**src/hdl/frustum_plane_extractor_assert.svh**
```systemverilog
// ----------------------------------------------------------------------------
// Frustum plane extractor assertion macros
// Concurrent assertion wrappers, left empty in synthesis builds.
// ----------------------------------------------------------------------------
`ifndef FRUSTUM_PLANE_EXTRACTOR_ASSERT_SVH
`define FRUSTUM_PLANE_EXTRACTOR_ASSERT_SVH

`ifndef SYNTHESIS

`define FPE_ASSERT_IMPLY(label, clk, rst, ante, cons) \
   label: assert property (@(posedge clk) disable iff (rst) (ante) |-> (cons)) \
      else $error("fpe: same-cycle check failed");

`define FPE_ASSERT_NEXT(label, clk, rst, ante, cons) \
   label: assert property (@(posedge clk) disable iff (rst) (ante) |=> (cons)) \
      else $error("fpe: next-cycle check failed");

`else

`define FPE_ASSERT_IMPLY(label, clk, rst, ante, cons)

`define FPE_ASSERT_NEXT(label, clk, rst, ante, cons)

`endif

`endif

```
**src/hdl/fpe_pkg.sv**
```systemverilog
// ----------------------------------------------------------------------------
// Frustum plane extractor package
// Shared codes, control types, microprogram table and saturation helpers.
// ----------------------------------------------------------------------------
package fpe_pkg;

   localparam int PLANE_COUNT = 5;
   localparam int STEP_W      = 7;

   localparam logic [1:0] KIND_VIEW    = 2'd0;
   localparam logic [1:0] KIND_PROJ    = 2'd1;
   localparam logic [1:0] KIND_COMPUTE = 2'd2;

   localparam logic [1:0] OP_NOP  = 2'd0;
   localparam logic [1:0] OP_MAC  = 2'd1;
   localparam logic [1:0] OP_EMIT = 2'd2;
   localparam logic [1:0] OP_END  = 2'd3;

   localparam logic JC_NONE     = 1'b0;
   localparam logic JC_OUT_BUSY = 1'b1;

   localparam int MAC_STEPS  = 64;
   localparam int WAIT_STEPS = 4;
   localparam int EMIT_FIRST = MAC_STEPS + WAIT_STEPS;
   localparam int END_STEP   = EMIT_FIRST + PLANE_COUNT;

   typedef struct packed {
      logic [1:0]        op;
      logic [3:0]        va;
      logic [3:0]        pa;
      logic              first;
      logic              last;
      logic [3:0]        dest;
      logic [2:0]        plane;
      logic [1:0]        col;
      logic              neg;
      logic              jcond;
      logic [STEP_W-1:0] jtarget;
   } ctl_word_type;

   typedef struct packed {
      logic       mac_en;
      logic [3:0] va;
      logic [3:0] pa;
      logic       first;
      logic       last;
      logic [3:0] dest;
      logic       emit_en;
      logic [2:0] plane;
      logic [1:0] col;
      logic       neg;
   } dp_ctl_type;

   typedef struct packed {
      logic       en;
      logic       first;
      logic       last;
      logic [3:0] dest;
   } mac_tag_type;

   typedef struct packed {
      logic        en;
      logic [3:0]  dest;
      logic [31:0] value;
   } wb_type;

   // Plane order: right, left, top, bottom, far
   function automatic logic [1:0] plane_col(input logic [2:0] p);
      logic [1:0] c;
      case (p)
         3'd0, 3'd1: c = 2'd0;
         3'd2, 3'd3: c = 2'd1;
         default:    c = 2'd2;
      endcase
      return c;
   endfunction

   function automatic logic plane_neg(input logic [2:0] p);
      return ~p[0];
   endfunction

   // Microprogram: 64 MACs (row, col, k with k innermost), pipeline drain,
   // one emit per plane (holding while the output is busy), then end.
   function automatic ctl_word_type prog_word(input logic [STEP_W-1:0] step);
      ctl_word_type w;
      logic [2:0]   p;
      w         = '0;
      w.op      = OP_END;
      w.jcond   = JC_NONE;
      w.jtarget = step;
      p         = 3'(step - STEP_W'(EMIT_FIRST));
      if (step < STEP_W'(MAC_STEPS)) begin
         w.op    = OP_MAC;
         w.va    = {step[5:4], step[1:0]};
         w.pa    = {step[1:0], step[3:2]};
         w.dest  = {step[5:4], step[3:2]};
         w.first = (step[1:0] == 2'd0);
         w.last  = (step[1:0] == 2'd3);
      end else if (step < STEP_W'(EMIT_FIRST)) begin
         w.op = OP_NOP;
      end else if (step < STEP_W'(END_STEP)) begin
         w.op    = OP_EMIT;
         w.plane = p;
         w.col   = plane_col(p);
         w.neg   = plane_neg(p);
         w.jcond = JC_OUT_BUSY;
      end
      return w;
   endfunction

   function automatic logic [31:0] sat_acc(input logic [65:0] acc);
      logic [31:0] r;
      if ((&acc[65:47]) || !(|acc[65:47])) begin
         r = acc[47:16];
      end else if (acc[65]) begin
         r = 32'h8000_0000;
      end else begin
         r = 32'h7FFF_FFFF;
      end
      return r;
   endfunction

   function automatic logic [31:0] sat33(input logic [32:0] s);
      logic [31:0] r;
      if (s[32] == s[31]) begin
         r = s[31:0];
      end else if (s[32]) begin
         r = 32'h8000_0000;
      end else begin
         r = 32'h7FFF_FFFF;
      end
      return r;
   endfunction

endpackage

```
**src/hdl/fpe_mac.sv**
```systemverilog
// ----------------------------------------------------------------------------
// Frustum plane extractor multiply-accumulate datapath
// Matrix stores, registered operand read, 32x32 multiplier, 66-bit accumulator.
// ----------------------------------------------------------------------------
module fpe_mac (
   input  logic                clock,
   input  logic                reset,
   input  logic                view_we,
   input  logic                proj_we,
   input  logic [3:0]          wr_index,
   input  logic [31:0]         wr_value,
   input  fpe_pkg::dp_ctl_type ctl,
   output fpe_pkg::wb_type     wb
);
   import fpe_pkg::*;

   logic [31:0]        view_mem_ff [16];
   logic [31:0]        proj_mem_ff [16];
   logic signed [31:0] op_a_ff, op_b_ff;
   logic signed [63:0] prod_ff, prod_in;
   logic [65:0]        acc_ff, acc_in;
   mac_tag_type        s1_ff, s2_ff;
   logic               wb_ff;
   logic [3:0]         wb_dest_ff;

   always_ff @(posedge clock) begin
      if (view_we) begin
         view_mem_ff[wr_index] <= wr_value;
      end
      if (proj_we) begin
         proj_mem_ff[wr_index] <= wr_value;
      end
      op_a_ff <= view_mem_ff[ctl.va];
      op_b_ff <= proj_mem_ff[ctl.pa];
   end

   assign prod_in = op_a_ff * op_b_ff;

   always_comb begin
      if (s2_ff.first) begin
         acc_in = {{2{prod_ff[63]}}, prod_ff};
      end else begin
         acc_in = acc_ff + {{2{prod_ff[63]}}, prod_ff};
      end
   end

   always_ff @(posedge clock) begin
      prod_ff <= prod_in;
      if (s2_ff.en) begin
         acc_ff <= acc_in;
      end
      wb_dest_ff <= s2_ff.dest;
   end

   always_ff @(posedge clock) begin
      if (reset) begin
         s1_ff <= '0;
         s2_ff <= '0;
         wb_ff <= 1'b0;
      end else begin
         s1_ff <= '{en: ctl.mac_en, first: ctl.first, last: ctl.last, dest: ctl.dest};
         s2_ff <= s1_ff;
         wb_ff <= s2_ff.en && s2_ff.last;
      end
   end

   assign wb.en    = wb_ff;
   assign wb.dest  = wb_dest_ff;
   assign wb.value = sat_acc(acc_ff);

endmodule

```
**config.mk**
```make
export PLATFORM = sky130hd
export DESIGN_NAME = fpe_mac
export DESIGN_NICKNAME = d
export VERILOG_FILES = /design/src/hdl/frustum_plane_extractor_assert.svh /design/src/hdl/fpe_pkg.sv /design/src/hdl/fpe_mac.sv
export SDC_FILE = /design/constraint.sdc
export NUM_CORES = 2
export LEC_CHECK = 0
export ABC_AREA = 1
export BUFFER_PORTS_ARGS = -buffer_cell sky130_fd_sc_hd__buf_4
export CORE_ASPECT_RATIO = 1.75
export CORE_UTILIZATION = 35
export CTS_CLUSTER_DIAMETER = 30
export DETAILED_ROUTE_END_ITERATION = 8
export RECOVER_POWER = 50
export SYNTH_ARGS = -nofsm -noshare
export SYNTH_HDL_FRONTEND = slang
export SYNTH_SLANG_ARGS = --single-unit
```
**constraint.sdc**
```tcl
create_clock -name clock -period 18.36 [get_ports clock]
set_clock_uncertainty 0.05 [all_clocks]
set_input_delay 0.918 -clock clock [delete_from_list [all_inputs] [get_ports clock]]
set_output_delay 0.918 -clock clock [all_outputs]
set_load 0.05 [all_outputs]
```
# Word level (Yosys, flattened, before mapping)
# Memory sizes are Yosys's and may differ from the RTL's. A register that Yosys moved wholly into a read port is not among the register bits.
# Index checks and enable logic that the tools add are counted.
# word_totals
reg_bits,149
ram_bits,1024
in_bits,62
output_inout_bits,37
wordCells,28
mem_count,2
# op_classes
addsub,1
n_mul,1
muxes,7
reduce_logical,5
# mem_list
name,depth,word_bits,read_ports,rd_clocked_by_memory_dff,wr,line_no,text
proj_mem_ff,16,32,1,1,1,fpe_mac.sv:18,logic [31:0] proj_mem_ff [16];
view_mem_ff,16,32,1,1,1,fpe_mac.sv:17,logic [31:0] view_mem_ff [16];
# op_table
operator,count
$add 66x66->66,1
$mux 66,1
$mul 32x32->64,1
$mux 32,2
$reduce_and 19->1,1
$reduce_or 19->1,1
$mux 1,4
$logic_and 1x1->1,1
$logic_not 1->1,1
$logic_or 1x1->1,1

# Longest topological paths before layout
# depth
word_depth,4
depth_mapped,31
mapped_depth_nobuf,30

# Least setup slack after synthesis
# OpenSTA, ideal clock, no wires.
# synth_timing
path_type,reg2reg
start,register op_a_ff[31] (read register of view_mem_ff)
end,register prod_ff[61]
setup_ns,0.112
arrival_time_ns,7.071
t_required_ns,18.198
path_slack_ns,11.126
path_stages_with_launch,26
path_buffers,1
period_less_slack_ns,7.234
cell_sequence,dfxtp_1 clkbuf_1 nand2_1 inv_1 fa_1 fa_1 inv_1 fa_1 inv_1 fa_1 inv_1 fa_1 inv_1 fa_1 inv_1 fa_1 fa_1 inv_1 ha_1 nand2_1 nor2_1 inv_1 nor4_1 a21oi_1 nand3_1 nand2_1
# synth_between
elab_chain_cells,1
# synth_lines
item,line_no,text
start: declaration,fpe_mac.sv:19,"logic signed [31:0] op_a_ff, op_b_ff;"
$mul 32x32->64,fpe_mac.sv:37,assign prod_in = op_a_ff * op_b_ff;
via prod_in[61],fpe_mac.sv:20,"logic signed [63:0] prod_ff, prod_in;"
end signal: assignment,fpe_mac.sv:48,prod_ff <= prod_in;
end: declaration,fpe_mac.sv:20,
# The timed path passes the listed nets, and every way through them passes these cells.
# A chain may end at the register's enable or synchronous reset.

# Final worst setup path
# layout_timing
start,register op_b_ff[5] (read register of proj_mem_ff)
end,register prod_ff[61]
# layout_between
elab_chain_cells,1
# layout_lines
item,line_no
start: declaration,fpe_mac.sv:19
$mul 32x32->64,fpe_mac.sv:37
via prod_in[61],fpe_mac.sv:20
# The timed path passes the listed nets, and every way through them passes these cells.

==> results.txt <==
- Y dimension of the die: between 600 and 700 um
- TritonCTS built the clock tree.
* Post-Place Setup Slack: 9670 ps
- Syn nets: roughly 11000
* Post-Route WL: around 260000 um
* Hpwl dp: approximately 190000 um
- The first global-routing pass estimated ~400000 um of wire.
- Tracing the worst setup path back leads to its startpoint at op_b_ff[5].
- The region available for standard cell placement spans roughly 0.26 mm^2.
- Post-synthesis sequential area ratio: 0.395
- The number of endpoints with negative hold slack in the final report is 0.
- Combined buffer and inverter count along the critical path: 7
- The die is 386 um wide.
* Clock Path Buffers: 4
* Transition time of the tightest slew-check pin: a little under 3000 ps
* Share of the clock period used by the worst path after layout: 0.476
- After routing, the total negative slack on setup checks comes to 0 ps.
- Worst path arrival time: between 9000 and 10000 ps
- For this run, the total global-route usage over all layers was measured as 0.204.
- At the end of the flow the core is filled with cells to 0.396.
- Of all flip-flops after synthesis, the portion carrying an async set or reset was 0.
- The routed layout has 63248 vias.
- Total count of max-transition violations in the final report: 198
* Minimum clock period after layout: about 9000 ps
* Global routing met1 resource utilization: 0.205
- The area growth from synthesis to layout is 12.4%.
- Detailed router's first-iteration violation count: just under 4000
- Largest stage delay on the critical path: between 900 and 1000 ps
- Avg Synthesized Cell Area: 9.88 um^2
- The root buffer cell chosen for the clock tree is sky130_fd_sc_hd__clkbuf_16.
- STA classifies the critical path endpoint as a register.
- The synthesized design contains ~1200 register bits.
- Type of the tightest min-delay check: register to register
- For this design the top-level I/O count stands at between 90 and 100.
* Most common cell after layout, fill and taps aside: sky130_fd_sc_hd__inv_1
- Timing would allow up to roughly 0.11 GHz.
* H-tree levels: 4
- Count of distinct cell types in the synthesized netlist: 50
- Hold repair after CTS inserted 0 buffers.
* Smallest setup slack after layout: about 9600 ps
- Among all flip-flop cells after synthesis, the most frequent one is sky130_fd_sc_hd__edfxtp_1.
- For met3 alone, demand over resource in global routing was 0.0263.
- Category of the most critical setup path: register to register
- Last weighted congestion value of the routability-driven placer: between 0.9 and 1
- Remaining max-slew budget at the tightest pin: -0.960
- Clock-pin slew reported for the worst setup and hold paths after clock tree synthesis: about 50 ps
- The number of global-route vias before repair is around 69000.
* Biggest fanout along the worst timing path: 32
- Worst Path Required: 18980 ps
- In the layout the commonest cells are sky130_fd_sc_hd__inv_1, sky130_fd_sc_hd__nand2_1, sky130_fd_sc_hd__edfxtp_1.
* Post-DR vias/cell: roughly 5
* Reg-to-reg critical path startpoint: op_b_ff[5]
- The Yosys step of the flow raised 0 warnings.
* Unrepaired setup endpoints after global routing: false
- Antenna viol nets, final: 0
- Dominant delay contributor by cell family on the critical path: adder cells
- Maximum number of pins on one net before global-route repair: ~180
- Detailed Routing Iterations Pass 1: 6
- Net total in the final layout: approximately 11000
- In this run the cell area of the synthesized design comes to 0.0904 mm^2.
- Max stage delay cell, worst path: sky130_fd_sc_hd__fa_1
- After global routing, the most crowded layer is met2.
- Share of layout cells above drive strength 1: 0.0664
* # Max-Cap Violations: 6
* DIE AREA: about 0.26 mm^2
* Number of standard cells after synthesis: 9149
- Number of standard-cell rows in the floorplan: 246
- After detailed routing, the average wire length per cell comes to 20.8 um.
- The flow ran to the end, but the final reports show violations.
- For this configuration, the core starts out at a cell density of 0.352.
- STA classifies the critical path startpoint as a register.
* Post-CTS setup buffer count: 0
- The number of antenna violations at the first check in global routing came to 10.
- After clock tree synthesis, the repair step resized 0 gates.
* Violated checks: capacitance limit, slew limit
* Detailed-route DRC error count: 0
- For this run, global-route usage on met2 was measured as 0.388.
- For this run the aggregate overflow at the end of global routing stands at 0.
- The worst hold path begins at s2_ff[2].
* Library cell appearing most often on the critical path: sky130_fd_sc_hd__fa_1
- At the later pin of the worst-skew pair, clock insertion delay measures between 800 and 900 ps.
* Endpoints failing setup: 0
- Counting the buffers created by CTS gives between 200 and 250.
* Count of input and output buffers: slightly above 90
- Yosys mapped a number of flops with a built-in enable equal to approximately 1100.
- For this design, the sink count on the clock tree is about 1200.
-- registers in the layout, summed over array words and instances, names as in the netlist --
| name | count |
|---|---|
| s1_ff | 7 |
| op_b_ff | 32 |
| proj_mem_ff | 512 |
| op_a_ff | 32 |
| wb_ff | 1 |
| view_mem_ff | 512 |
| prod_ff | 64 |
| acc_ff | 66 |
| wb_dest_ff | 4 |
| s2_ff | 7 |
-- layout make-up --
cell class              instances  area (um^2)
clock inverters               133         1480
multi-input cells            5366        45100
clock buffers                 251         5570
flip-flops and latches       1237        35700
repair buffers                213         1470
well taps                    3348         4190
inverters                    2148         8070
diodes                          3         7.51
fillers                     25161       155000
-- stage by stage --
step	hold WS [ps]	cells	area, um^2
3_5_place_dp	264	12312	94700
6_report	274	12699	102000
5_1_grt	269	12699	102000
2_1_floorplan	260	9149	90400
4_1_cts	248	12696	102000
3_3_place_gp	262	12312	94700
-- logic make-up after synthesis --
logic type / share of synthesized area
DFF: 0.395
adders and majority gates: 0.274
buffers and inverters: 0.108
muxes: 0.0284
and+or+nand+nor: 0.112
xor gates and xnor gates: 0.00659
AOI/OAI and AO/OA: 0.0762
-- synth_stat cells, types with 19 or more instances --
cell type,n,area [um^2]
sky130_fd_sc_hd__mux2i_1,256,2560
sky130_fd_sc_hd__dfxtp_1,147,2940
sky130_fd_sc_hd__fa_1,1083,21700
sky130_fd_sc_hd__o211ai_1,256,1920
sky130_fd_sc_hd__o21bai_1,29,218
sky130_fd_sc_hd__nand4_1,28,175
sky130_fd_sc_hd__edfxtp_1,1090,32700
sky130_fd_sc_hd__inv_1,2131,8000
sky130_fd_sc_hd__buf_2,27,135
sky130_fd_sc_hd__xnor2_1,23,201
sky130_fd_sc_hd__buf_4,36,270
sky130_fd_sc_hd__nand2_1,1807,6780
sky130_fd_sc_hd__xor2_1,45,394
sky130_fd_sc_hd__nor2_1,331,1240
sky130_fd_sc_hd__a21oi_1,429,2150
sky130_fd_sc_hd__nand3b_1,25,188
sky130_fd_sc_hd__o21ai_0,431,2160
sky130_fd_sc_hd__nor3_1,29,145
sky130_fd_sc_hd__ha_1,249,3120
sky130_fd_sc_hd__clkbuf_1,316,1190
sky130_fd_sc_hd__or2_2,22,138
sky130_fd_sc_hd__nand3_1,206,1030
sky130_fd_sc_hd__buf_1,19,71.3
-- per-layer routing --
layer	vias to the layer above	share of wire
met2	2168	0.54
met5	-	0.00013
met3	930	0.049
met1	31423	0.34
met4	6	0.073
li1	28721	-
-- path summary, 6_finish.rpt --
kind              cells past startpoint            end  slack (ps)
setup / recovery                     25    prod_ff[61]        9620
hold / removal                        0  wb_dest_ff[2]         270
setup reg to reg                     25    prod_ff[61]        9620
hold reg to reg                       0  wb_dest_ff[2]         270
Power is left out: the tool's default activity adds up to more than one toggle a clock period on the data nets, which glitch-free logic cannot reach.
