## src/hdl/frustum_plane_extractor_assert.svh

```systemverilog
// ----------------------------------------------------------------------------
// Frustum plane extractor assertion macros
// Concurrent assertion wrappers, left empty in synthesis builds.
// ----------------------------------------------------------------------------
`ifndef FRUSTUM_PLANE_EXTRACTOR_ASSERT_SVH
`define FRUSTUM_PLANE_EXTRACTOR_ASSERT_SVH

`ifndef SYNTHESIS

`define FPE_ASSERT_IMPLY(label, clk, rst, ante, cons) \
   label: assert property (@(posedge clk) disable iff (rst) (ante) |-> (cons)) \
      else $error("fpe: same-cycle check failed");

`define FPE_ASSERT_NEXT(label, clk, rst, ante, cons) \
   label: assert property (@(posedge clk) disable iff (rst) (ante) |=> (cons)) \
      else $error("fpe: next-cycle check failed");

`else

`define FPE_ASSERT_IMPLY(label, clk, rst, ante, cons)

`define FPE_ASSERT_NEXT(label, clk, rst, ante, cons)

`endif

`endif

```

## src/hdl/fpe_pkg.sv

```systemverilog
// ----------------------------------------------------------------------------
// Frustum plane extractor package
// Shared codes, control types, microprogram table and saturation helpers.
// ----------------------------------------------------------------------------
package fpe_pkg;

   localparam int PLANE_COUNT = 5;
   localparam int STEP_W      = 7;

   localparam logic [1:0] KIND_VIEW    = 2'd0;
   localparam logic [1:0] KIND_PROJ    = 2'd1;
   localparam logic [1:0] KIND_COMPUTE = 2'd2;

   localparam logic [1:0] OP_NOP  = 2'd0;
   localparam logic [1:0] OP_MAC  = 2'd1;
   localparam logic [1:0] OP_EMIT = 2'd2;
   localparam logic [1:0] OP_END  = 2'd3;

   localparam logic JC_NONE     = 1'b0;
   localparam logic JC_OUT_BUSY = 1'b1;

   localparam int MAC_STEPS  = 64;
   localparam int WAIT_STEPS = 4;
   localparam int EMIT_FIRST = MAC_STEPS + WAIT_STEPS;
   localparam int END_STEP   = EMIT_FIRST + PLANE_COUNT;

   typedef struct packed {
      logic [1:0]        op;
      logic [3:0]        va;
      logic [3:0]        pa;
      logic              first;
      logic              last;
      logic [3:0]        dest;
      logic [2:0]        plane;
      logic [1:0]        col;
      logic              neg;
      logic              jcond;
      logic [STEP_W-1:0] jtarget;
   } ctl_word_type;

   typedef struct packed {
      logic       mac_en;
      logic [3:0] va;
      logic [3:0] pa;
      logic       first;
      logic       last;
      logic [3:0] dest;
      logic       emit_en;
      logic [2:0] plane;
      logic [1:0] col;
      logic       neg;
   } dp_ctl_type;

   typedef struct packed {
      logic       en;
      logic       first;
      logic       last;
      logic [3:0] dest;
   } mac_tag_type;

   typedef struct packed {
      logic        en;
      logic [3:0]  dest;
      logic [31:0] value;
   } wb_type;

   // Plane order: right, left, top, bottom, far
   function automatic logic [1:0] plane_col(input logic [2:0] p);
      logic [1:0] c;
      case (p)
         3'd0, 3'd1: c = 2'd0;
         3'd2, 3'd3: c = 2'd1;
         default:    c = 2'd2;
      endcase
      return c;
   endfunction

   function automatic logic plane_neg(input logic [2:0] p);
      return ~p[0];
   endfunction

   // Microprogram: 64 MACs (row, col, k with k innermost), pipeline drain,
   // one emit per plane (holding while the output is busy), then end.
   function automatic ctl_word_type prog_word(input logic [STEP_W-1:0] step);
      ctl_word_type w;
      logic [2:0]   p;
      w         = '0;
      w.op      = OP_END;
      w.jcond   = JC_NONE;
      w.jtarget = step;
      p         = 3'(step - STEP_W'(EMIT_FIRST));
      if (step < STEP_W'(MAC_STEPS)) begin
         w.op    = OP_MAC;
         w.va    = {step[5:4], step[1:0]};
         w.pa    = {step[1:0], step[3:2]};
         w.dest  = {step[5:4], step[3:2]};
         w.first = (step[1:0] == 2'd0);
         w.last  = (step[1:0] == 2'd3);
      end else if (step < STEP_W'(EMIT_FIRST)) begin
         w.op = OP_NOP;
      end else if (step < STEP_W'(END_STEP)) begin
         w.op    = OP_EMIT;
         w.plane = p;
         w.col   = plane_col(p);
         w.neg   = plane_neg(p);
         w.jcond = JC_OUT_BUSY;
      end
      return w;
   endfunction

   function automatic logic [31:0] sat_acc(input logic [65:0] acc);
      logic [31:0] r;
      if ((&acc[65:47]) || !(|acc[65:47])) begin
         r = acc[47:16];
      end else if (acc[65]) begin
         r = 32'h8000_0000;
      end else begin
         r = 32'h7FFF_FFFF;
      end
      return r;
   endfunction

   function automatic logic [31:0] sat33(input logic [32:0] s);
      logic [31:0] r;
      if (s[32] == s[31]) begin
         r = s[31:0];
      end else if (s[32]) begin
         r = 32'h8000_0000;
      end else begin
         r = 32'h7FFF_FFFF;
      end
      return r;
   endfunction

endpackage

```

## src/hdl/fpe_plane.sv

```systemverilog
// ----------------------------------------------------------------------------
// Frustum plane extractor plane stage
// Product row lanes, saturating add/subtract per component, result register.
// ----------------------------------------------------------------------------
module fpe_plane (
   input  logic                clock,
   input  logic                reset,
   input  fpe_pkg::wb_type     wb,
   input  fpe_pkg::dp_ctl_type ctl,
   output logic                out_free,
   output logic                rsp_valid,
   input  logic                rsp_ready,
   output logic [2:0]          rsp_plane_index,
   output logic signed [31:0]  rsp_normal_x,
   output logic signed [31:0]  rsp_normal_y,
   output logic signed [31:0]  rsp_normal_z,
   output logic signed [31:0]  rsp_plane_offset,
   output logic                rsp_last
);
   import fpe_pkg::*;

   logic [31:0] row_ff [4][4];
   logic [31:0] comp [4];
   logic        rsp_valid_ff;
   logic [2:0]  plane_ff;
   logic [31:0] comp_ff [4];
   logic        last_ff;

   // one lane per product row: col 3 against the selected column
   for (genvar r = 0; r < 4; r++) begin : g_lane
      logic signed [32:0] a, b, s;
      always_ff @(posedge clock) begin
         if (wb.en && (wb.dest[3:2] == 2'(r))) begin
            row_ff[r][wb.dest[1:0]] <= wb.value;
         end
      end
      assign a = {row_ff[r][3][31], row_ff[r][3]};
      assign b = {row_ff[r][ctl.col][31], row_ff[r][ctl.col]};
      assign s = ctl.neg ? (a - b) : (a + b);
      assign comp[r] = sat33(s);
   end

   assign out_free = !rsp_valid_ff || rsp_ready;

   always_ff @(posedge clock) begin
      if (reset) begin
         rsp_valid_ff <= 1'b0;
      end else if (ctl.emit_en) begin
         rsp_valid_ff <= 1'b1;
      end else if (rsp_ready) begin
         rsp_valid_ff <= 1'b0;
      end
   end

   always_ff @(posedge clock) begin
      if (ctl.emit_en) begin
         plane_ff <= ctl.plane;
         comp_ff  <= comp;
         last_ff  <= (ctl.plane == 3'(PLANE_COUNT - 1));
      end
   end

   assign rsp_valid        = rsp_valid_ff;
   assign rsp_plane_index  = plane_ff;
   assign rsp_normal_x     = comp_ff[0];
   assign rsp_normal_y     = comp_ff[1];
   assign rsp_normal_z     = comp_ff[2];
   assign rsp_plane_offset = comp_ff[3];
   assign rsp_last         = last_ff;

endmodule

```

## config.mk

```make
export PLATFORM = sky130hd
export DESIGN_NAME = fpe_plane
export DESIGN_NICKNAME = d
export VERILOG_FILES = /design/src/hdl/frustum_plane_extractor_assert.svh /design/src/hdl/fpe_pkg.sv /design/src/hdl/fpe_plane.sv
export SDC_FILE = /design/constraint.sdc
export NUM_CORES = 1
export LEC_CHECK = 0
export BUFFER_PORTS_ARGS = -buffer_cell sky130_fd_sc_hd__clkbuf_2
export CORE_ASPECT_RATIO = 1.5
export CORE_MARGIN = 8
export CORE_UTILIZATION = 60
export DETAILED_ROUTE_END_ITERATION = 7
export HOLD_SLACK_MARGIN = 0.03
export PLACE_DENSITY = 0.76
export REMOVE_ABC_BUFFERS = 1
export SLEW_MARGIN = 10
export SYNTH_ARGS = -nofsm -noshare
export SYNTH_HDL_FRONTEND = slang
export SYNTH_SLANG_ARGS = --single-unit
export TNS_END_PERCENT = 20
```

## constraint.sdc

```tcl
create_clock -name clock -period 16.9 [get_ports clock]
set_input_delay 3.38 -clock clock [delete_from_list [all_inputs] [get_ports clock]]
set_output_delay 3.38 -clock clock [all_outputs]
set_load 0.05 [all_outputs]
```

== After elaboration in Yosys (flattened, before gate mapping) ==
Memory sizes are Yosys's and may differ from the RTL's.
Cells that the tools add are included.

* $lt $le $gt $ge: 3
* Reductions and logical operators: 12
* Add/subtract/negate cells: 8
* Equal/unequal tests: 8
* Bitwise logic cells: 2
* Mux-type cells: 45

{| class="wikitable"
|+ Operators by type and width
! kind !! count
|-
| two-way mux 128 bit || 10
|-
| two-way mux 32 bit || 17
|-
| OR reduction 128 bit || 3
|-
| binary-select mux 32 bit (select 2 bit) || 4
|-
| adder 32 x 32 -> 33 bit || 4
|-
| two-way mux 33 bit || 4
|-
| subtractor 32 x 32 -> 33 bit || 4
|-
| demux 32 bit (select 2 bit) || 1
|-
| >= comparator 3 bit, second input constant || 2
|-
| two-way mux 1 bit || 6
|-
| two-way mux 2 bit || 3
|-
| NOT 2 -> 3 bit || 2
|-
| logical AND 1 bit || 5
|-
| == test 1 bit || 4
|-
| == test 2 bit, second input constant || 2
|-
| == test 3 bit, second input constant || 1
|-
| < comparator 3 x 1 -> 1 bit, second input constant || 1
|-
| == test 2 x 1 -> 1 bit, second input constant || 1
|-
| zero test 2 bit || 1
|-
| nonzero test 2 bit || 1
|-
| zero test 1 bit || 1
|-
| logical OR 1 bit || 1
|}

* Output and inout port bits: 134
* Word-level logic and storage cells: 86
* Input bits: 62
* Bits in registers: 133
* RAM bits: 512
* Memories kept: 1

{| class="wikitable"
|+ Memory list
! memory !! words !! width !! rd ports !! clocked after memory_dff !! wr ports !! RTL line !! source
|-
| row_ff || 4 || 128 || 4 || 0 || 1 || fpe_plane.sv:22 || <nowiki>logic [31:0] row_ff [4][4];</nowiki>
|}

== Logic depth before layout (Yosys ltp) ==
* Depth in word-level cells: 10
* Gate-level depth with buffers: 30
* Mapped depth without buffers: 21

== Least setup slack after synthesis ==
Ideal clock, no wire load.

* Path type: input to register
* From: input ctl[1] (netlist bit)
* To: register comp_ff, in the netlist rsp_plane_offset[8], data pin
* Arrival: 9277 ps
* Setup time: 263 ps
* Required time: 16637 ps
* Stages on the path: 27
* Buffers on the path: 9
* Slack: 7360 ps
* Cell sequence: buf_4 > buf_6 > buf_6 > buf_6 > buf_6 > buf_6 > buf_6 > buf_6 > mux4_2 > inv_1 > ha_1 > inv_1 > or4_1 > o41a_1 > xnor2_1 > ha_1 > and4_1 > and4_1 > and4_1 > nor3_1 > o21bai_1 > a211oi_1 > o21ai_0 > xnor3_1 > nor2_4 > buf_4 > o21ai_0

{| class="wikitable"
|+ RTL lines
! element !! RTL line !! source
|-
| start: declaration || fpe_plane.sv:9 || <nowiki>input fpe_pkg::dp_ctl_type ctl,</nowiki>
|-
| end signal: assignment || fpe_plane.sv:58 || <nowiki>comp_ff <= comp;</nowiki>
|-
| end: declaration || fpe_plane.sv:26 || <nowiki>logic [31:0] comp_ff [4];</nowiki>
|}

==> reports/summary.txt <==
First-pass GRT wire length: 117,000 um
Final WS setup: 6.34 ns
Synthesized area: 32,900 um^2
Critical Path RT: 17.24 ns
GRT Total Usage: 24.1%
Fillers: 3,814
Hold WC Path Type: flop to flop
Worst-Margin Slew: 1.13 ns
Critical path fanouts, max: 62
Port Buffer Count: 180
Post-cts resize count: 0
Setup repair after global routing missed its margin: no
Buf/Inv on CP: 3
Hold buffer count at CTS: 0
Total power: 4.29 mW
Final Util: 66.7%
# nets final: 2,715
Clock sinks: 645
Post-synth EDFFs: 644
Clock H-tree levels: 2
Distinct cells, synth: 80
Post-synthesis register bit count: 645
Total wire length: 76,700 um
Initial core utilization: 60.4%
TritonCTS clock tree: done
Max clock buf depth: 3
Initial antenna violation count: 8
Most used cell, CP: nor2_1
Avg Cell Area, Syn: 14.1 um^2
Top cell type's share of synthesized area: 58.8%
Commonest cells after routing, fill and taps aside: edfxtp_1 (644), a21oi_1 (233), clkbuf_2 (176)
Grt ovf: 0
Cells along the critical path: clkbuf_8 > buf_4 > buf_4 > mux4_2 > nor3_2 > nand2_1 > nor2_1 > nand2_1 > nor2_1 > nor2_1 > xnor2_1 > ha_1 > nand3_1 > nor3_1 > a211oi_1 > nor2_1 > a211oi_1 > a211oi_1 > nor2_1 > o311ai_1 > nor2_4 > o41ai_1
Fin. Hold Viols: 0
Worst skew pair latency: 0.60 ns
Final critical-path share of the clock period: 62.5%
Std cell rows: 105
Largest net degree at the start of global routing: 70
Root buf cell: clkbuf_16
Commonest non-fill, non-tap cell in the layout: edfxtp_1
Pre-CTS setup slack: 5.73 ns
Worst setup SP type: primary input
Max Clk Rate: 94.7 MHz
Cells after synthesis: 2,331
Clk_skew: 0.0160 ns
Register area share after synthesis: 58.9%
DR iter-0 viols: 1,706
PwrDens: 118 nW/um^2
Die Wd: 207 um
I/O pin total: 196
Max stage delay on crit path: 0.98 ns
Hold_sp: rsp_valid
Final routed DRC violation total: 0
Leak: 12.8 nW
Final Setup Violations: 0
Yosys warns: 0
Dpl hpwl: 51,100 um
Core footprint: 54,400 um^2
Antenna viol nets, final: 0
Largest area contributor in the netlist: edfxtp_1
Vias: 20,400
Max cap viols: 0
Final Max Slew Viols: 0
Largest cells by area after synthesis: edfxtp_1 (59%), mux4_2 (8.7%), ha_1 (5.0%)
Status: completed
RePlAce Congestion: 0.906
Setup bufs post-CTS: 0
Slowest CP cell: o311ai_1
Total placed cells including tap cells: 3,155
Crit path max-delay family: compound AO/OA/AOI/OAI gates
Pre-antenna DRT Iters: 5
CP Capture Type: flop
Async SR Flop Fraction: 0%
Slew HR: 23.3%
Total CTS buffers: 55
RR Startpoint: row_ff[3][8]
Area Growth Syn to Fin: 10.4%
Die Area: 62,700 um^2
Register clock-pin slew on the reported worst setup and hold paths: 0.07 ns
Die height: 303 um
Post-DR vias/cell: 6.26
Setup Crit Path Kind: primary input to flop
Layout cells sized above 1: 18.4%
Period minus WS final: 10.56 ns
Worst vdd ir: 100 uV
Wire per inst: 23.5 um
Fin cells: 3,259
CP Launch Point: ctl[1]
Vias in the first global route: 20,700
Setup TNS: 0 ns
Synth Flop Type: edfxtp_1
WP data arrival: 10.90 ns
==> cell families after synthesis <==
logic type               count (synthesis)  synth area share (%)
buffers and inverters                  151                  2.27
AND/OR/NAND/NOR                        443                  6.91
multiplexers                           136                  8.98
XOR/XNOR                               235                  6.40
adder cells (fa/ha/maj)                181                  6.64
flip-flops                             645                  58.9
AO/OA/AOI/OAI                          540                  9.91
==> Yosys cell counts (11+ instances only) <==
master and number:
nor2_1 156, inv_1 71, buf_2 13, xor2_1 54
a21oi_1 233, o21bai_1 23, ha_1 132, buf_6 17
nor3_1 36, a211oi_1 16, nor2b_1 20, xnor2_1 176
a21o_1 60, clkbuf_1 32, nand2b_1 25, or3_1 11
maj3_1 45, and2_1 15, mux4_2 127, and3_1 13
o21a_1 23, a31oi_1 26, o21ai_0 101, nand3_1 29
nand2_1 67, edfxtp_1 644
==> worst register-to-register path: stages (launching register included) <==
cell and delay [ns]:
edfxtp_1 0.42, mux4_2 0.53, or4_1 0.60, nor3_2 0.22, nand2_1 0.07, nor2_1 0.37, nand2_1 0.20, nor2_1 0.13
nor2_1 0.06, xnor2_1 0.15, ha_1 0.40, nand3_1 0.21, nor3_1 0.23, a211oi_1 0.09, nor2_1 0.12, a211oi_1 0.09
a211oi_1 0.48, nor2_1 0.17, o311ai_1 0.98, nor2_4 0.31, o41ai_1 0.55
==> per-stage QoR <==
step | cell area, um^2 | hold slack (ns)
4_1_cts | 36300 | 0.514
2_1_floorplan | 32400 | 0.749
5_1_grt | 36300 | 0.542
3_5_place_dp | 34400 | 0.505
3_3_place_gp | 34400 | 0.481
6_report | 36300 | 0.502
==> final cells by class <==
type | count | area [um^2] | share of cell area (%)
sequential | 645 | 19400 | 53.4
timing repair buffer | 208 | 1130 | 3.12
multi-input combinational | 1535 | 12800 | 35.3
antenna | 4 | 10.0 | 0.0276
tap | 695 | 870 | 2.40
clock buffer | 65 | 1460 | 4.02
clock inverter | 35 | 358 | 0.987
inverter | 72 | 270 | 0.745
==> metal layers <==
layer | vias up | track usage [%] | part of all wire [%]
li1 | 9407 | - | -
met2 | 758 | 43.5 | 51
met5 | - | 0 | 0.034
met3 | 167 | 3.97 | 6.5
met1 | 10100 | 28.3 | 38
met4 | 4 | 10.4 | 4.2
==> sequential cells by signal, indices dropped and copies added, names as in the netlist <==
name              cells
row_ff              512
rsp_normal_x         32
rsp_normal_y         32
rsp_normal_z         32
rsp_plane_offset     32
rsp_plane_index       3
rsp_last              1
rsp_valid             1
==> path summary, 6_finish.rpt <==
kind                                             end  slack (ns)  cells after the start
worst max-delay path            rsp_plane_offset[27]        6.34                     22
worst min-delay path                       rsp_valid        0.50                      2
worst max register to register  rsp_plane_offset[27]       10.27                     20
worst min register to register             rsp_valid        0.50                      2
==> power by group <==
group          switching [mW]  total (mW)  leakage, nW  internal (mW)
Sequential             0.0343        1.94         5.92           1.91
Clock                   0.550        1.27        0.889          0.722
Combinational           0.741        1.08         6.00          0.339
Power figures use the tool's default switching activity.
