[config.mk]
export PLATFORM = sky130hd
export DESIGN_NAME = fpe_seq
export DESIGN_NICKNAME = d
export VERILOG_FILES = /design/src/hdl/frustum_plane_extractor_assert.svh /design/src/hdl/fpe_pkg.sv /design/src/hdl/fpe_seq.sv
export SDC_FILE = /design/constraint.sdc
export NUM_CORES = 1
export LEC_CHECK = 0
export BUFFER_PORTS_ARGS = -buffer_cell sky130_fd_sc_hd__buf_2
export CORE_UTILIZATION = 41
export DETAILED_ROUTE_END_ITERATION = 6
export PLACE_DENSITY = 0.73
export RECOVER_POWER = 100
export SYNTH_ARGS = -nofsm -noshare
export SYNTH_HDL_FRONTEND = slang
export SYNTH_SLANG_ARGS = --single-unit
[constraint.sdc]
create_clock -name clock -period 1.54 [get_ports clock]
set_input_delay 0.308 -clock clock [delete_from_list [all_inputs] [get_ports clock]]
set_output_delay 0.308 -clock clock [all_outputs]
set_load 0.05 [all_outputs]
[src/hdl/frustum_plane_extractor_assert.svh]
// ----------------------------------------------------------------------------
// Frustum plane extractor assertion macros
// Concurrent assertion wrappers, left empty in synthesis builds.
// ----------------------------------------------------------------------------
`ifndef FRUSTUM_PLANE_EXTRACTOR_ASSERT_SVH
`define FRUSTUM_PLANE_EXTRACTOR_ASSERT_SVH

`ifndef SYNTHESIS

`define FPE_ASSERT_IMPLY(label, clk, rst, ante, cons) \
   label: assert property (@(posedge clk) disable iff (rst) (ante) |-> (cons)) \
      else $error("fpe: same-cycle check failed");

`define FPE_ASSERT_NEXT(label, clk, rst, ante, cons) \
   label: assert property (@(posedge clk) disable iff (rst) (ante) |=> (cons)) \
      else $error("fpe: next-cycle check failed");

`else

`define FPE_ASSERT_IMPLY(label, clk, rst, ante, cons)

`define FPE_ASSERT_NEXT(label, clk, rst, ante, cons)

`endif

`endif

[src/hdl/fpe_pkg.sv]
// ----------------------------------------------------------------------------
// Frustum plane extractor package
// Shared codes, control types, microprogram table and saturation helpers.
// ----------------------------------------------------------------------------
package fpe_pkg;

   localparam int PLANE_COUNT = 5;
   localparam int STEP_W      = 7;

   localparam logic [1:0] KIND_VIEW    = 2'd0;
   localparam logic [1:0] KIND_PROJ    = 2'd1;
   localparam logic [1:0] KIND_COMPUTE = 2'd2;

   localparam logic [1:0] OP_NOP  = 2'd0;
   localparam logic [1:0] OP_MAC  = 2'd1;
   localparam logic [1:0] OP_EMIT = 2'd2;
   localparam logic [1:0] OP_END  = 2'd3;

   localparam logic JC_NONE     = 1'b0;
   localparam logic JC_OUT_BUSY = 1'b1;

   localparam int MAC_STEPS  = 64;
   localparam int WAIT_STEPS = 4;
   localparam int EMIT_FIRST = MAC_STEPS + WAIT_STEPS;
   localparam int END_STEP   = EMIT_FIRST + PLANE_COUNT;

   typedef struct packed {
      logic [1:0]        op;
      logic [3:0]        va;
      logic [3:0]        pa;
      logic              first;
      logic              last;
      logic [3:0]        dest;
      logic [2:0]        plane;
      logic [1:0]        col;
      logic              neg;
      logic              jcond;
      logic [STEP_W-1:0] jtarget;
   } ctl_word_type;

   typedef struct packed {
      logic       mac_en;
      logic [3:0] va;
      logic [3:0] pa;
      logic       first;
      logic       last;
      logic [3:0] dest;
      logic       emit_en;
      logic [2:0] plane;
      logic [1:0] col;
      logic       neg;
   } dp_ctl_type;

   typedef struct packed {
      logic       en;
      logic       first;
      logic       last;
      logic [3:0] dest;
   } mac_tag_type;

   typedef struct packed {
      logic        en;
      logic [3:0]  dest;
      logic [31:0] value;
   } wb_type;

   // Plane order: right, left, top, bottom, far
   function automatic logic [1:0] plane_col(input logic [2:0] p);
      logic [1:0] c;
      case (p)
         3'd0, 3'd1: c = 2'd0;
         3'd2, 3'd3: c = 2'd1;
         default:    c = 2'd2;
      endcase
      return c;
   endfunction

   function automatic logic plane_neg(input logic [2:0] p);
      return ~p[0];
   endfunction

   // Microprogram: 64 MACs (row, col, k with k innermost), pipeline drain,
   // one emit per plane (holding while the output is busy), then end.
   function automatic ctl_word_type prog_word(input logic [STEP_W-1:0] step);
      ctl_word_type w;
      logic [2:0]   p;
      w         = '0;
      w.op      = OP_END;
      w.jcond   = JC_NONE;
      w.jtarget = step;
      p         = 3'(step - STEP_W'(EMIT_FIRST));
      if (step < STEP_W'(MAC_STEPS)) begin
         w.op    = OP_MAC;
         w.va    = {step[5:4], step[1:0]};
         w.pa    = {step[1:0], step[3:2]};
         w.dest  = {step[5:4], step[3:2]};
         w.first = (step[1:0] == 2'd0);
         w.last  = (step[1:0] == 2'd3);
      end else if (step < STEP_W'(EMIT_FIRST)) begin
         w.op = OP_NOP;
      end else if (step < STEP_W'(END_STEP)) begin
         w.op    = OP_EMIT;
         w.plane = p;
         w.col   = plane_col(p);
         w.neg   = plane_neg(p);
         w.jcond = JC_OUT_BUSY;
      end
      return w;
   endfunction

   function automatic logic [31:0] sat_acc(input logic [65:0] acc);
      logic [31:0] r;
      if ((&acc[65:47]) || !(|acc[65:47])) begin
         r = acc[47:16];
      end else if (acc[65]) begin
         r = 32'h8000_0000;
      end else begin
         r = 32'h7FFF_FFFF;
      end
      return r;
   endfunction

   function automatic logic [31:0] sat33(input logic [32:0] s);
      logic [31:0] r;
      if (s[32] == s[31]) begin
         r = s[31:0];
      end else if (s[32]) begin
         r = 32'h8000_0000;
      end else begin
         r = 32'h7FFF_FFFF;
      end
      return r;
   endfunction

endpackage

[src/hdl/fpe_seq.sv]
// ----------------------------------------------------------------------------
// Frustum plane extractor sequencer
// Step counter over the microprogram table, with hold-while-busy jumps.
// ----------------------------------------------------------------------------
module fpe_seq (
   input  logic                clock,
   input  logic                reset,
   input  logic                start,
   input  logic                out_free,
   output logic                busy,
   output fpe_pkg::dp_ctl_type ctl
);
   import fpe_pkg::*;

   logic [STEP_W-1:0] step_ff, step_in;
   logic              busy_ff, busy_in;
   ctl_word_type      word;
   logic              hold;

   assign word = prog_word(step_ff);
   assign hold = (word.jcond == JC_OUT_BUSY) && !out_free;

   always_comb begin
      step_in = step_ff;
      busy_in = busy_ff;
      if (!busy_ff) begin
         if (start) begin
            busy_in = 1'b1;
            step_in = '0;
         end
      end else if (word.op == OP_END) begin
         busy_in = 1'b0;
         step_in = '0;
      end else if (hold) begin
         step_in = word.jtarget;
      end else begin
         step_in = step_ff + 1'b1;
      end
   end

   always_ff @(posedge clock) begin
      if (reset) begin
         step_ff <= '0;
         busy_ff <= 1'b0;
      end else begin
         step_ff <= step_in;
         busy_ff <= busy_in;
      end
   end

   always_comb begin
      ctl         = '0;
      ctl.mac_en  = busy_ff && (word.op == OP_MAC);
      ctl.va      = word.va;
      ctl.pa      = word.pa;
      ctl.first   = word.first;
      ctl.last    = word.last;
      ctl.dest    = word.dest;
      ctl.emit_en = busy_ff && (word.op == OP_EMIT) && out_free;
      ctl.plane   = word.plane;
      ctl.col     = word.col;
      ctl.neg     = word.neg;
   end

   assign busy = busy_ff;

endmodule

# Word-level counts from Yosys, hierarchy flattened
# Cells that the tools add are included.
# word_totals
ff_bits	8
latch_bits	0
mem_bits_rw	0
romBits	0
input_bits	4
output_inout_bits	23
word_cells	42
memories	0
# classes
add_sub_neg	2
multipliers	0
div_mod_pow	0
order_cmp	3
n_eq_ne	8
shift	0
n_mux	15
bitwise_logic	1
n_reduce_logical	11
# op_table
operator	count
$mux 7	7
$lt 7x7->1 const B	3
$mux 14	1
$add 7x1->7 const B	1
$eq 2x2->1 const B	3
$eq 3x2->1 const B	2
$logic_and 1x1->1	4
$mux 1	4
$mux 2	2
$pmux 2 s2	1
$reduce_or 2->1	2
$eq 3x1->1 const B	1
$logic_not 3->1	1
$ne 3x2->1 const B	1
$sub 3x3->3 const B	1
$eq 2x1->1 const B	1
$logic_not 2->1	1
$reduce_and 2->1	1
$reduce_bool 2->1	1
$logic_not 1->1	1
$not 1->1	1

# Logic depth before layout (Yosys ltp)
# Gate-level depths: netlist (run 1).
# depth
ltp_word	11
mapped_depth	6
ltp_nobuf	4

# Worst setup path before layout (run 1)
# OpenSTA, ideal clock, no wires.
# synth_path
path_type	reg-to-output
start	reg step_ff[0]
end	out ctl[2] (netlist name)
arrival_ns	2.133
setup_slack_ns	-0.901
stages_incl_launch_ff	5
n_path_buf	0
cell_sequence	dfxtp_1 > inv_1 > ha_1 > o31a_1 > nor3_1
# synth_lines
element	line	source
start: declaration	fpe_seq.sv:15	logic [STEP_W-1:0] step_ff, step_in;
start signal: assignment	fpe_seq.sv:46	step_ff <= step_in;
end: declaration	fpe_seq.sv:11	output fpe_pkg::dp_ctl_type ctl

==> metrics.txt, run 1 <==
fin cells 132; Hold Buf Count CTS 0; Sink Count 8; CTS tree yes; fmax 528 MHz; failing checks setup timing; Nets 127; max cap viols 0; most frequent cells in the layout 20 x buf_4, 8 x nor2_1, 7 x nor2_4, 7 x clkbuf_4; global-route wire length before repair 2.64 mm; Startpoint Class register; Initial Utilization 0.460; vias in the first global route between 600 and 700; RSZ-0062 raised after global routing true; Routed WL 2.38 mm; Synth Register Bits 8; Peak VDD IR 0.630 mV; clk buf depth 2; placed cells 122; PnR worst setup slack -0.354 ns; die area 0.00167 mm²; Post-Syn Nets between 80 and 90; core outline area roughly 0.0014 mm²; Site Rows 13; io pins 27; clock slew at the register clock pins of the worst setup and hold paths 0.05 ns; Rel. slew slack 0.770; Mean Syn Cell Area 8.27 µm²; fin crit share 1.23; CP Capture Type primary output; Clock Latency Late Sink 0.26 ns; sequential share of the synthesized area 0.258; GRT Util Overall 0.243; synth unique cells 29; placer's final routability congestion estimate around 0.75; critical-path cell with the highest stage delay dfxtp_4; Filler cells 64; CTS H-Tree Depth 1; Yosys Warn Count 0; DP HPWL 1.23 mm; Setup Viol. Count Final 16; Yosys top cell by area dfxtp_1; largest net degree at the start of global routing 10; placed cell area about 940 µm²; WS Path Type reg2out; Final Skew 0.00222 ns; post-route minimum period 1.89 ns; commonest non-fill, non-tap cell in the layout buf_4; CTS root buf clkbuf_4; critical-path maximum fanout 6; Synth top area share 0.258; Post-Route Utilization 0.883; drt pass-1 iters 4; Die H 40.9 µm; outcome finished, violations left; CP required 1.23 ns; Diodes inserted 0; Max Slew Vio Count 0; port bufs 26; Vias around 750; final instance area about 0.0012 mm²; Die Width 40.9 µm; top post-synthesis cells by area dfxtp_1 26%, ha_1 10%, nor2_1 9.7%, buf_4 7.3%, nor2b_1 7.1%; P_leak 0.512 nW; wire per inst 18.1 µm; CTS buffer count 3; Mapped Area 621 µm²; Mapped Cells between 70 and 80; 1st-iter DRT viols 10; Arr. time, crit path 1.59 ns; Largest stage delay, worst path 0.42 ns; Area Overhead vs Synth 92.1%; initial antenna violation count 0; vias per cell between 5 and 6; worst slew pin tran between 0.3 and 0.4 ns; share of post-route cells with drive strength above 1 0.718; grt total ovfl 0; worst min path class in2reg; Hold Vio Cnt, Final 0; Post-route DRC 0; Detail Route Antenna Nets 0; CP cell instances inv_4 -> ha_2 -> o31a_1 -> nor3_4 -> buf_6; Power Density 504 mW/mm²
[critical path, delay by kind of cell (launching register included)]
family	cells	cell delay [ns]
buffers and inverters	2	0.24
and+or+nand+nor	1	0.18
AOI/OAI and AO/OA	1	0.29
adders and majority gates	1	0.19
DFF	1	0.42
[final cells by class]
class | instances | area [µm²] | area share
Clock buffer | 4 | 26.3 | 0.0220
Inverter | 2 | 12.5 | 0.0105
Multi-Input combinational cell | 56 | 579 | 0.486
Sequential cell | 8 | 174 | 0.146
Tap cell | 15 | 18.8 | 0.0157
Timing Repair Buffer | 47 | 382 | 0.320
[synth_stat cells (all sizes together)]
| cell | count |
|---|---|
| a21oi | 2 |
| a31oi | 1 |
| a41oi | 2 |
| buf | 8 |
| clkbuf | 1 |
| dfxtp | 8 |
| ha | 5 |
| inv | 2 |
| mux2 | 1 |
| mux2i | 2 |
| nand2 | 2 |
| nand2b | 1 |
| nand3 | 2 |
| nand4 | 2 |
| nor2 | 16 |
| nor2b | 7 |
| nor3 | 3 |
| nor3b | 1 |
| o211a | 1 |
| o21a | 1 |
| o21ai | 1 |
| o311ai | 1 |
| o31a | 1 |
| or2 | 1 |
| xnor2 | 1 |
| xor2 | 2 |
[per-stage QoR]
stage	hold slack, ns	TNS [ns]	total power, mW	setup slack, ns
after floorplan	0.370	-0.995	0.344	-0.207
after global placement	0.503	-0.907	0.377	-0.127
after detailed placement	0.508	-1.34	0.382	-0.179
after CTS	0.245	-1.83	0.564	-0.304
after global routing	0.263	-4.15	0.627	-0.407
final	0.267	-3.21	0.601	-0.354
[repair_timing]
action,4_1_cts,5_1_grt
setup buffers,5,3
endpoints found under the setup margin,16,19
gates cloned,0,0
pin swaps,7,6
resized for setup,28,25
[metal layers]
layer	global-route usage	part of all wire	up-vias
li1	-	-	333
met1	0.259	0.37	352
met2	0.441	0.53	53
met3	0.0326	0.058	10
met4	0.150	0.036	0
met5	0	0	-
[sequential cells by signal (all words and copies together), names as in the netlist]
name	cells
busy	1
step_ff	7
[report_power, final]
part / internal (mW) / switching (mW)
Sequential: 0.211 / 0.0172
Combinational: 0.0769 / 0.122
Clock: 0.0993 / 0.0743
Total: 0.388 / 0.213
[kinds of logic (layout without fill, tap and decap cells)]
| group | after synthesis | count (layout) | synth area share |
|---|---|---|---|
| compound gates | 10 | 10 | 0.159 |
| xor+xnor | 3 | 3 | 0.0423 |
| fa+ha+maj | 5 | 5 | 0.101 |
| buf+inv | 11 | 53 | 0.117 |
| flops | 8 | 8 | 0.258 |
| mux | 3 | 3 | 0.0504 |
| simple gates | 35 | 35 | 0.272 |
[worst paths after layout]
path | cells after the start | to | slack [ns] | from
setup reg to reg | 5 | step_ff[3]$_SDFFE_PP0P_ | -0.21 | step_ff[1]$_SDFFE_PP0P_
hold reg to reg | 2 | busy$_SDFF_PP0_ | 0.55 | busy$_SDFF_PP0_
hold / removal | 2 | busy$_SDFF_PP0_ | 0.27 | reset
setup / recovery | 5 | ctl[2] | -0.35 | step_ff[1]$_SDFFE_PP0P_
Power figures use the tool's default switching activity.
==> run 2: changes to the inputs <==
- BUFFER_PORTS_ARGS: -buffer_cell sky130_fd_sc_hd__buf_2 -> -buffer_cell sky130_fd_sc_hd__buf_4
==> run 2 against run 1 <==
Against the previous run: the run still ends with setup timing left; combinational power shrank 10%; first-iteration DRC count shrank 80%; register-to-register slack gained 0.16 ns; clock skew grew 0.0061 ns; via count shrank 14%; setup slack gained 0.044 ns; clock-buffer cell count is the same; wire length shrank 35%; global-route usage shrank 4.1 points; design area shrank 6.8%; critical path type unchanged.
==> metrics.txt, run 2 (synthesized netlist as in run 1, its figures left out) <==
worst hold path depth 2 (unchanged); met1 Usage GRT 0.239 (was 0.259); most frequent cells in the layout 23 x buf_4, 9 x nor2_1, 7 x nor2_4 (was 20 x buf_4, 8 x nor2_1, 7 x nor2_4, 7 x clkbuf_4); Startpoint Class register (unchanged); CTS tree yes (unchanged); Setup Viol. Count Final 15 (was 16); vias in the first global route 568 (was 633); Clock Latency Late Sink 0.25 ns (was 0.26 ns); Hold Vio Cnt, Final 0 (unchanged); fin crit share 1.20 (was 1.23); drt pass-1 iters 2 (was 4); Initial Utilization 0.460 (unchanged); P_leak 0.483 nW (was 0.512 nW); final total power 0.574 mW (was 0.601 mW); met3 GRT Util 0.0163 (was 0.0326); Nets 123 (was 127); CP cell instances o311ai_4 -> nand3_4 -> nor3_4 -> buf_6 (was inv_4 -> ha_2 -> o31a_1 -> nor3_4 -> buf_6); outcome finished, violations left (unchanged); Reg2Reg Setup Slack -0.05 ns (was -0.21 ns); Die H 40.9 µm (unchanged); Post-route DRC 0 (unchanged); share of post-route cells with drive strength above 1 0.681 (was 0.718); Filler cells 84 (was 64); Sink Count 8 (unchanged); Largest Register step_ff (unchanged); placer's final routability congestion estimate 0.765 (was 0.746); PnR worst setup slack -0.311 ns (was -0.354 ns); Power Density 517 mW/mm² (was 504 mW/mm²); grt total ovfl 0 (unchanged); initial antenna violation count 0 (unchanged); worst slew pin tran 0.287 ns (was 0.342 ns); port bufs 26 (unchanged); commonest non-fill, non-tap cell in the layout buf_4 (unchanged); worst min path class in2reg (unchanged); 1st-iter DRT viols 2 (was 10); Largest stage delay, worst path 0.36 ns (was 0.42 ns); clock slew at the register clock pins of the worst setup and hold paths 0.06 ns (was 0.05 ns); fmax 540 MHz (was 528 MHz); Area Overhead vs Synth 79.0% (was 92.1%); CP required 1.23 ns (about the same); met2 Usage GRT 0.371 (was 0.441); Max Slew Vio Count 0 (unchanged); Post-Route Utilization 0.823 (was 0.883); Setup TNS -2.30 ns (was -3.21 ns); Levels on crit path 4 (was 5); CTS H-Tree Depth 1 (unchanged); clk buf depth 2 (unchanged); Diodes inserted 0 (unchanged); largest net degree at the start of global routing 10 (unchanged); Site Rows 13 (unchanged); die area 0.00167 mm² (unchanged); Detail Route Antenna Nets 0 (unchanged); Peak VDD IR 0.466 mV (was 0.630 mV); post-route minimum period 1.85 ns (was 1.89 ns); max reg flops 7 (unchanged); critical-path cell with the highest stage delay dfxtp_4 (unchanged); failing checks setup timing (unchanged); io pins 27 (unchanged); WS Path Type reg2out (unchanged); wire per inst 12.1 µm (was 18.1 µm); Vias 643 (was 748); worst path bufs/invs 1 (was 2); Final Skew 0.00836 ns (was 0.00222 ns); CTS buffer count 3 (unchanged); DP HPWL 1.16 mm (was 1.23 mm); global-route wire length before repair 2.22 mm (was 2.64 mm); Rel. slew slack 0.807 (was 0.770); max cap viols 0 (unchanged); Routed WL 1.55 mm (was 2.38 mm); CTS root buf clkbuf_4 (unchanged); CP top delay family simple AND/OR/NAND/NOR gates (was flip-flops); Arr. time, crit path 1.54 ns (was 1.59 ns); critical-path maximum fanout 7 (was 6); r2r worst-path depth 6 (was 5); GRT Util Overall 0.202 (was 0.243); core outline area 0.00135 mm² (unchanged); RSZ-0062 raised after global routing true (unchanged); CP Capture Type primary output (unchanged); Die Width 40.9 µm (unchanged); vias per cell 5.02 (was 5.67); most used routing layer met2 (unchanged)
[run 2: cell types whose count changed in the layout (fill, tap and decap cells not counted), sizes merged]
cell	change
clkbuf	-3
buf	-1
[run 2: layout make-up]
cell class              count  area (µm²)  share of cell area
clock buffers               4        26.3              0.0236
well taps                  15        18.8              0.0169
flip-flops and latches      8         171               0.154
inverters                   2        7.51             0.00676
multi-input cells          56         532               0.479
repair buffers             43         355               0.320
[run 2: stage by stage]
stage	area [µm²]	hold WS [ns]	cells	setup slack (ns)
floorplan	746	0.370	75	-0.207
global placement	991	0.486	120	-0.0735
detailed placement	991	0.490	120	-0.100
CTS	1120	0.228	128	-0.320
global route	1110	0.232	128	-0.379
finish	1110	0.241	128	-0.311
[run 2: worst paths after layout]
check / from / end
max: step_ff[1]$_SDFFE_PP0P_ / ctl[2]
min: reset / busy$_SDFF_PP0_
max reg2reg: step_ff[1]$_SDFFE_PP0P_ / step_ff[2]$_SDFFE_PP0P_
min reg2reg: busy$_SDFF_PP0_ / busy$_SDFF_PP0_
[run 2: power by group]
| group | leakage, nW | internal, mW | switching (mW) |
|---|---|---|---|
| logic | 0.401 | 0.0723 | 0.107 |
| clock network | 0.0150 | 0.0989 | 0.0685 |
| registers | 0.0677 | 0.213 | 0.0140 |
| total | 0.483 | 0.384 | 0.189 |
[run 2: layer usage]
| metal | routed length [µm] | up-vias | part of all wire |
|---|---|---|---|
| li1 | - | 327 | - |
| met5 | 0 | - | 0 |
| met4 | 14 | 0 | 0.0090 |
| met1 | 674 | 293 | 0.43 |
| met2 | 806 | 21 | 0.52 |
| met3 | 58 | 2 | 0.037 |
[run 2: what timing repair did]
action,in CTS,in global routing
buffers inserted,4,0
pin swaps,4,1
setup endpoints to repair,16,15
hold buffers,0,0
resized for setup,20,4
hold endpoints to repair,0,0
==> run 3: changes to the inputs <==
- CORE_UTILIZATION: 41 -> 45
- PLACE_DENSITY: 0.73 -> 0.76
- clock period: 1.54 -> 1.9 ns (I/O delays scaled with it)
==> run 3 against run 2 <==
Against the previous run: the run now ends clean; cell count decreased by 5.5%; largest cell class unchanged; clock skew decreased by 0.0078 ns; via count decreased by 5.8%; utilization decreased by 9.6 points; clock power decreased by 29%; design area decreased by 16%; global-route usage decreased by 1.4 points; hold slack improved by 0.081 ns; first-iteration DRC count increased by 50%; setup slack improved by 0.31 ns; power decreased by 25%; critical path type unchanged; sequential cell count unchanged.
==> metrics.txt, run 3 (synthesized netlist as in run 1, its figures left out) <==
port bufs 26 (unchanged); Hold Buf Count CTS 0 (unchanged); grt total ovfl 0 (unchanged); outcome complete, no violations (was finished, violations left); initial antenna violation count 0 (unchanged); max cap viols 0 (unchanged); clk buf depth 2 (unchanged); critical-path maximum fanout 7 (unchanged); register share of total power 0.426 (was 0.396); clock slew at the register clock pins of the worst setup and hold paths 0.05 ns (was 0.06 ns); Hold WS 0.322 ns (was 0.241 ns); max reg flops 7 (unchanged); Routed WL 1.29 mm (was 1.55 mm); CTS tree yes (unchanged); most frequent cells in the layout 33 x buf_4, 9 x nor2_1, 7 x nor2_2 (was 23 x buf_4, 9 x nor2_1, 7 x nor2_4); share of post-route cells with drive strength above 1 0.538 (was 0.681); Rel. slew slack 0.786 (was 0.807); DP HPWL 1.05 mm (was 1.16 mm); Place WS 0.0404 ns (was -0.100 ns); CP Capture Type primary output (unchanged); post-route minimum period 1.90 ns; Arr. time, crit path 1.52 ns (was 1.54 ns); Die Width 39.1 µm (was 40.9 µm); WS Path Type reg2out (unchanged); Post-route DRC 0 (unchanged); worst slew pin tran 0.321 ns (was 0.287 ns); CP required 1.52 ns (was 1.23 ns); fin cells 121 (was 128); Largest Register step_ff (unchanged); Startpoint Class register (unchanged); Peak VDD IR 0.438 mV (was 0.466 mV); core outline area 0.00128 mm² (was 0.00135 mm²); commonest non-fill, non-tap cell in the layout buf_4 (unchanged); Detail Route Antenna Nets 0 (unchanged); Power Density 461 mW/mm² (was 517 mW/mm²); Initial Utilization 0.483 (was 0.460); P_leak 0.439 nW (was 0.483 nW); 1st-iter DRT viols 3 (was 2); largest net degree at the start of global routing 10 (unchanged); Area Overhead vs Synth 50.6% (was 79.0%); Max Slew Vio Count 0 (unchanged); io pins 27 (unchanged); Nets 117 (was 123); clock share of power 0.275 (was 0.292); CTS root buf clkbuf_4 (unchanged); drt pass-1 iters 2 (unchanged); die area 0.00153 mm² (was 0.00167 mm²); Sink Count 8 (unchanged); placed cells 114 (was 120); global-route wire length before repair 2.02 mm (was 2.22 mm); placer's final routability congestion estimate 0.746 (was 0.765); Clock Latency Late Sink 0.24 ns (was 0.25 ns); vias per cell 5.01 (was 5.02); CTS buffer count 3 (unchanged); P_int 0.293 mW (was 0.384 mW); worst min path class in2reg (unchanged); fin crit share 0.998; RSZ-0062 raised after global routing true (unchanged); Final Skew 0.000570 ns (was 0.00836 ns); Filler cells 97 (was 84); CTS H-Tree Depth 1 (unchanged); combinational share of power 0.299 (was 0.312); vias in the first global route 497 (was 568); Die H 39.1 µm (was 40.9 µm); Hold Vio Cnt, Final 0 (unchanged); Diodes inserted 0 (unchanged); Setup Viol. Count Final 0 (was 15); fmax 527 MHz; Site Rows 13 (unchanged); PnR worst setup slack 0.00367 ns (was -0.311 ns); net switching power 0.137 mW (was 0.189 mW); final total power 0.431 mW (was 0.574 mW); Sw Ratio 0.319 (was 0.330); GRT Util Overall 0.188 (was 0.202); Vias 606 (was 643); wire per inst 10.7 µm (was 12.1 µm)
[run 3: changes by cell type in the layout (fill, tap and decap cells not counted), sizes merged]
cell and change:
buf +2, clkbuf -9
[run 3: cell type report]
cell class / count / area [µm²] / area share
inverter: 2 / 7.51 / 0.00803
multi-input combinational: 56 / 425 / 0.455
sequential: 8 / 168 / 0.179
timing repair buffer: 37 / 293 / 0.313
clock buffer: 3 / 22.5 / 0.0241
tap: 15 / 18.8 / 0.0201
[run 3: repair_timing]
| item | CTS | global route |
|---|---|---|
| pin swaps | 2 | 2 |
| setup buffers | 2 | 2 |
| setup endpoints to repair | 7 | 7 |
| resized for setup | 8 | 4 |
[run 3: final timing paths]
path | start | cells after the start | to | slack (ns)
max | step_ff[0]$_SDFFE_PP0P_ | 5 | ctl[2] | 0.004
min | reset | 2 | busy$_SDFF_PP0_ | 0.32
max reg2reg | step_ff[3]$_SDFFE_PP0P_ | 6 | step_ff[5]$_SDFFE_PP0P_ | 0.25
min reg2reg | step_ff[1]$_SDFFE_PP0P_ | 2 | step_ff[1]$_SDFFE_PP0P_ | 0.60
[run 3: metal layers]
metal  track usage  up-vias  wire length [µm]
met3             0        2                68
met2         0.367       20               634
met1         0.210      270               567
li1              -      314                 -
met4        0.0776        0                20
met5             0        -                 0
[run 3: power by group through the flow]
stage | registers [mW] | clock network (mW) | logic [mW]
finish | 0.183 | 0.119 | 0.129
global route | 0.184 | 0.135 | 0.138
CTS | 0.183 | 0.126 | 0.125
detailed placement | 0.187 | 0 | 0.121
global placement | 0.187 | 0 | 0.118
floorplan | 0.192 | 0 | 0.0787
[run 3: through the flow]
stage	TNS [ns]	cell area, µm²	util
2_1_floorplan	-1.24	652	-
3_3_place_gp	0	853	0.664
3_5_place_dp	0	853	0.664
4_1_cts	-0.0216	906	0.705
5_1_grt	-0.0791	935	0.727
6_report	0	935	0.727
[run 3: critical path, stage by stage, from the launching register on]
cell and delay (ns):
dfxtp_4 0.36, o311ai_4 0.29, nand3_1 0.13, buf_6 0.16, nor3_4 0.16, buf_6 0.17
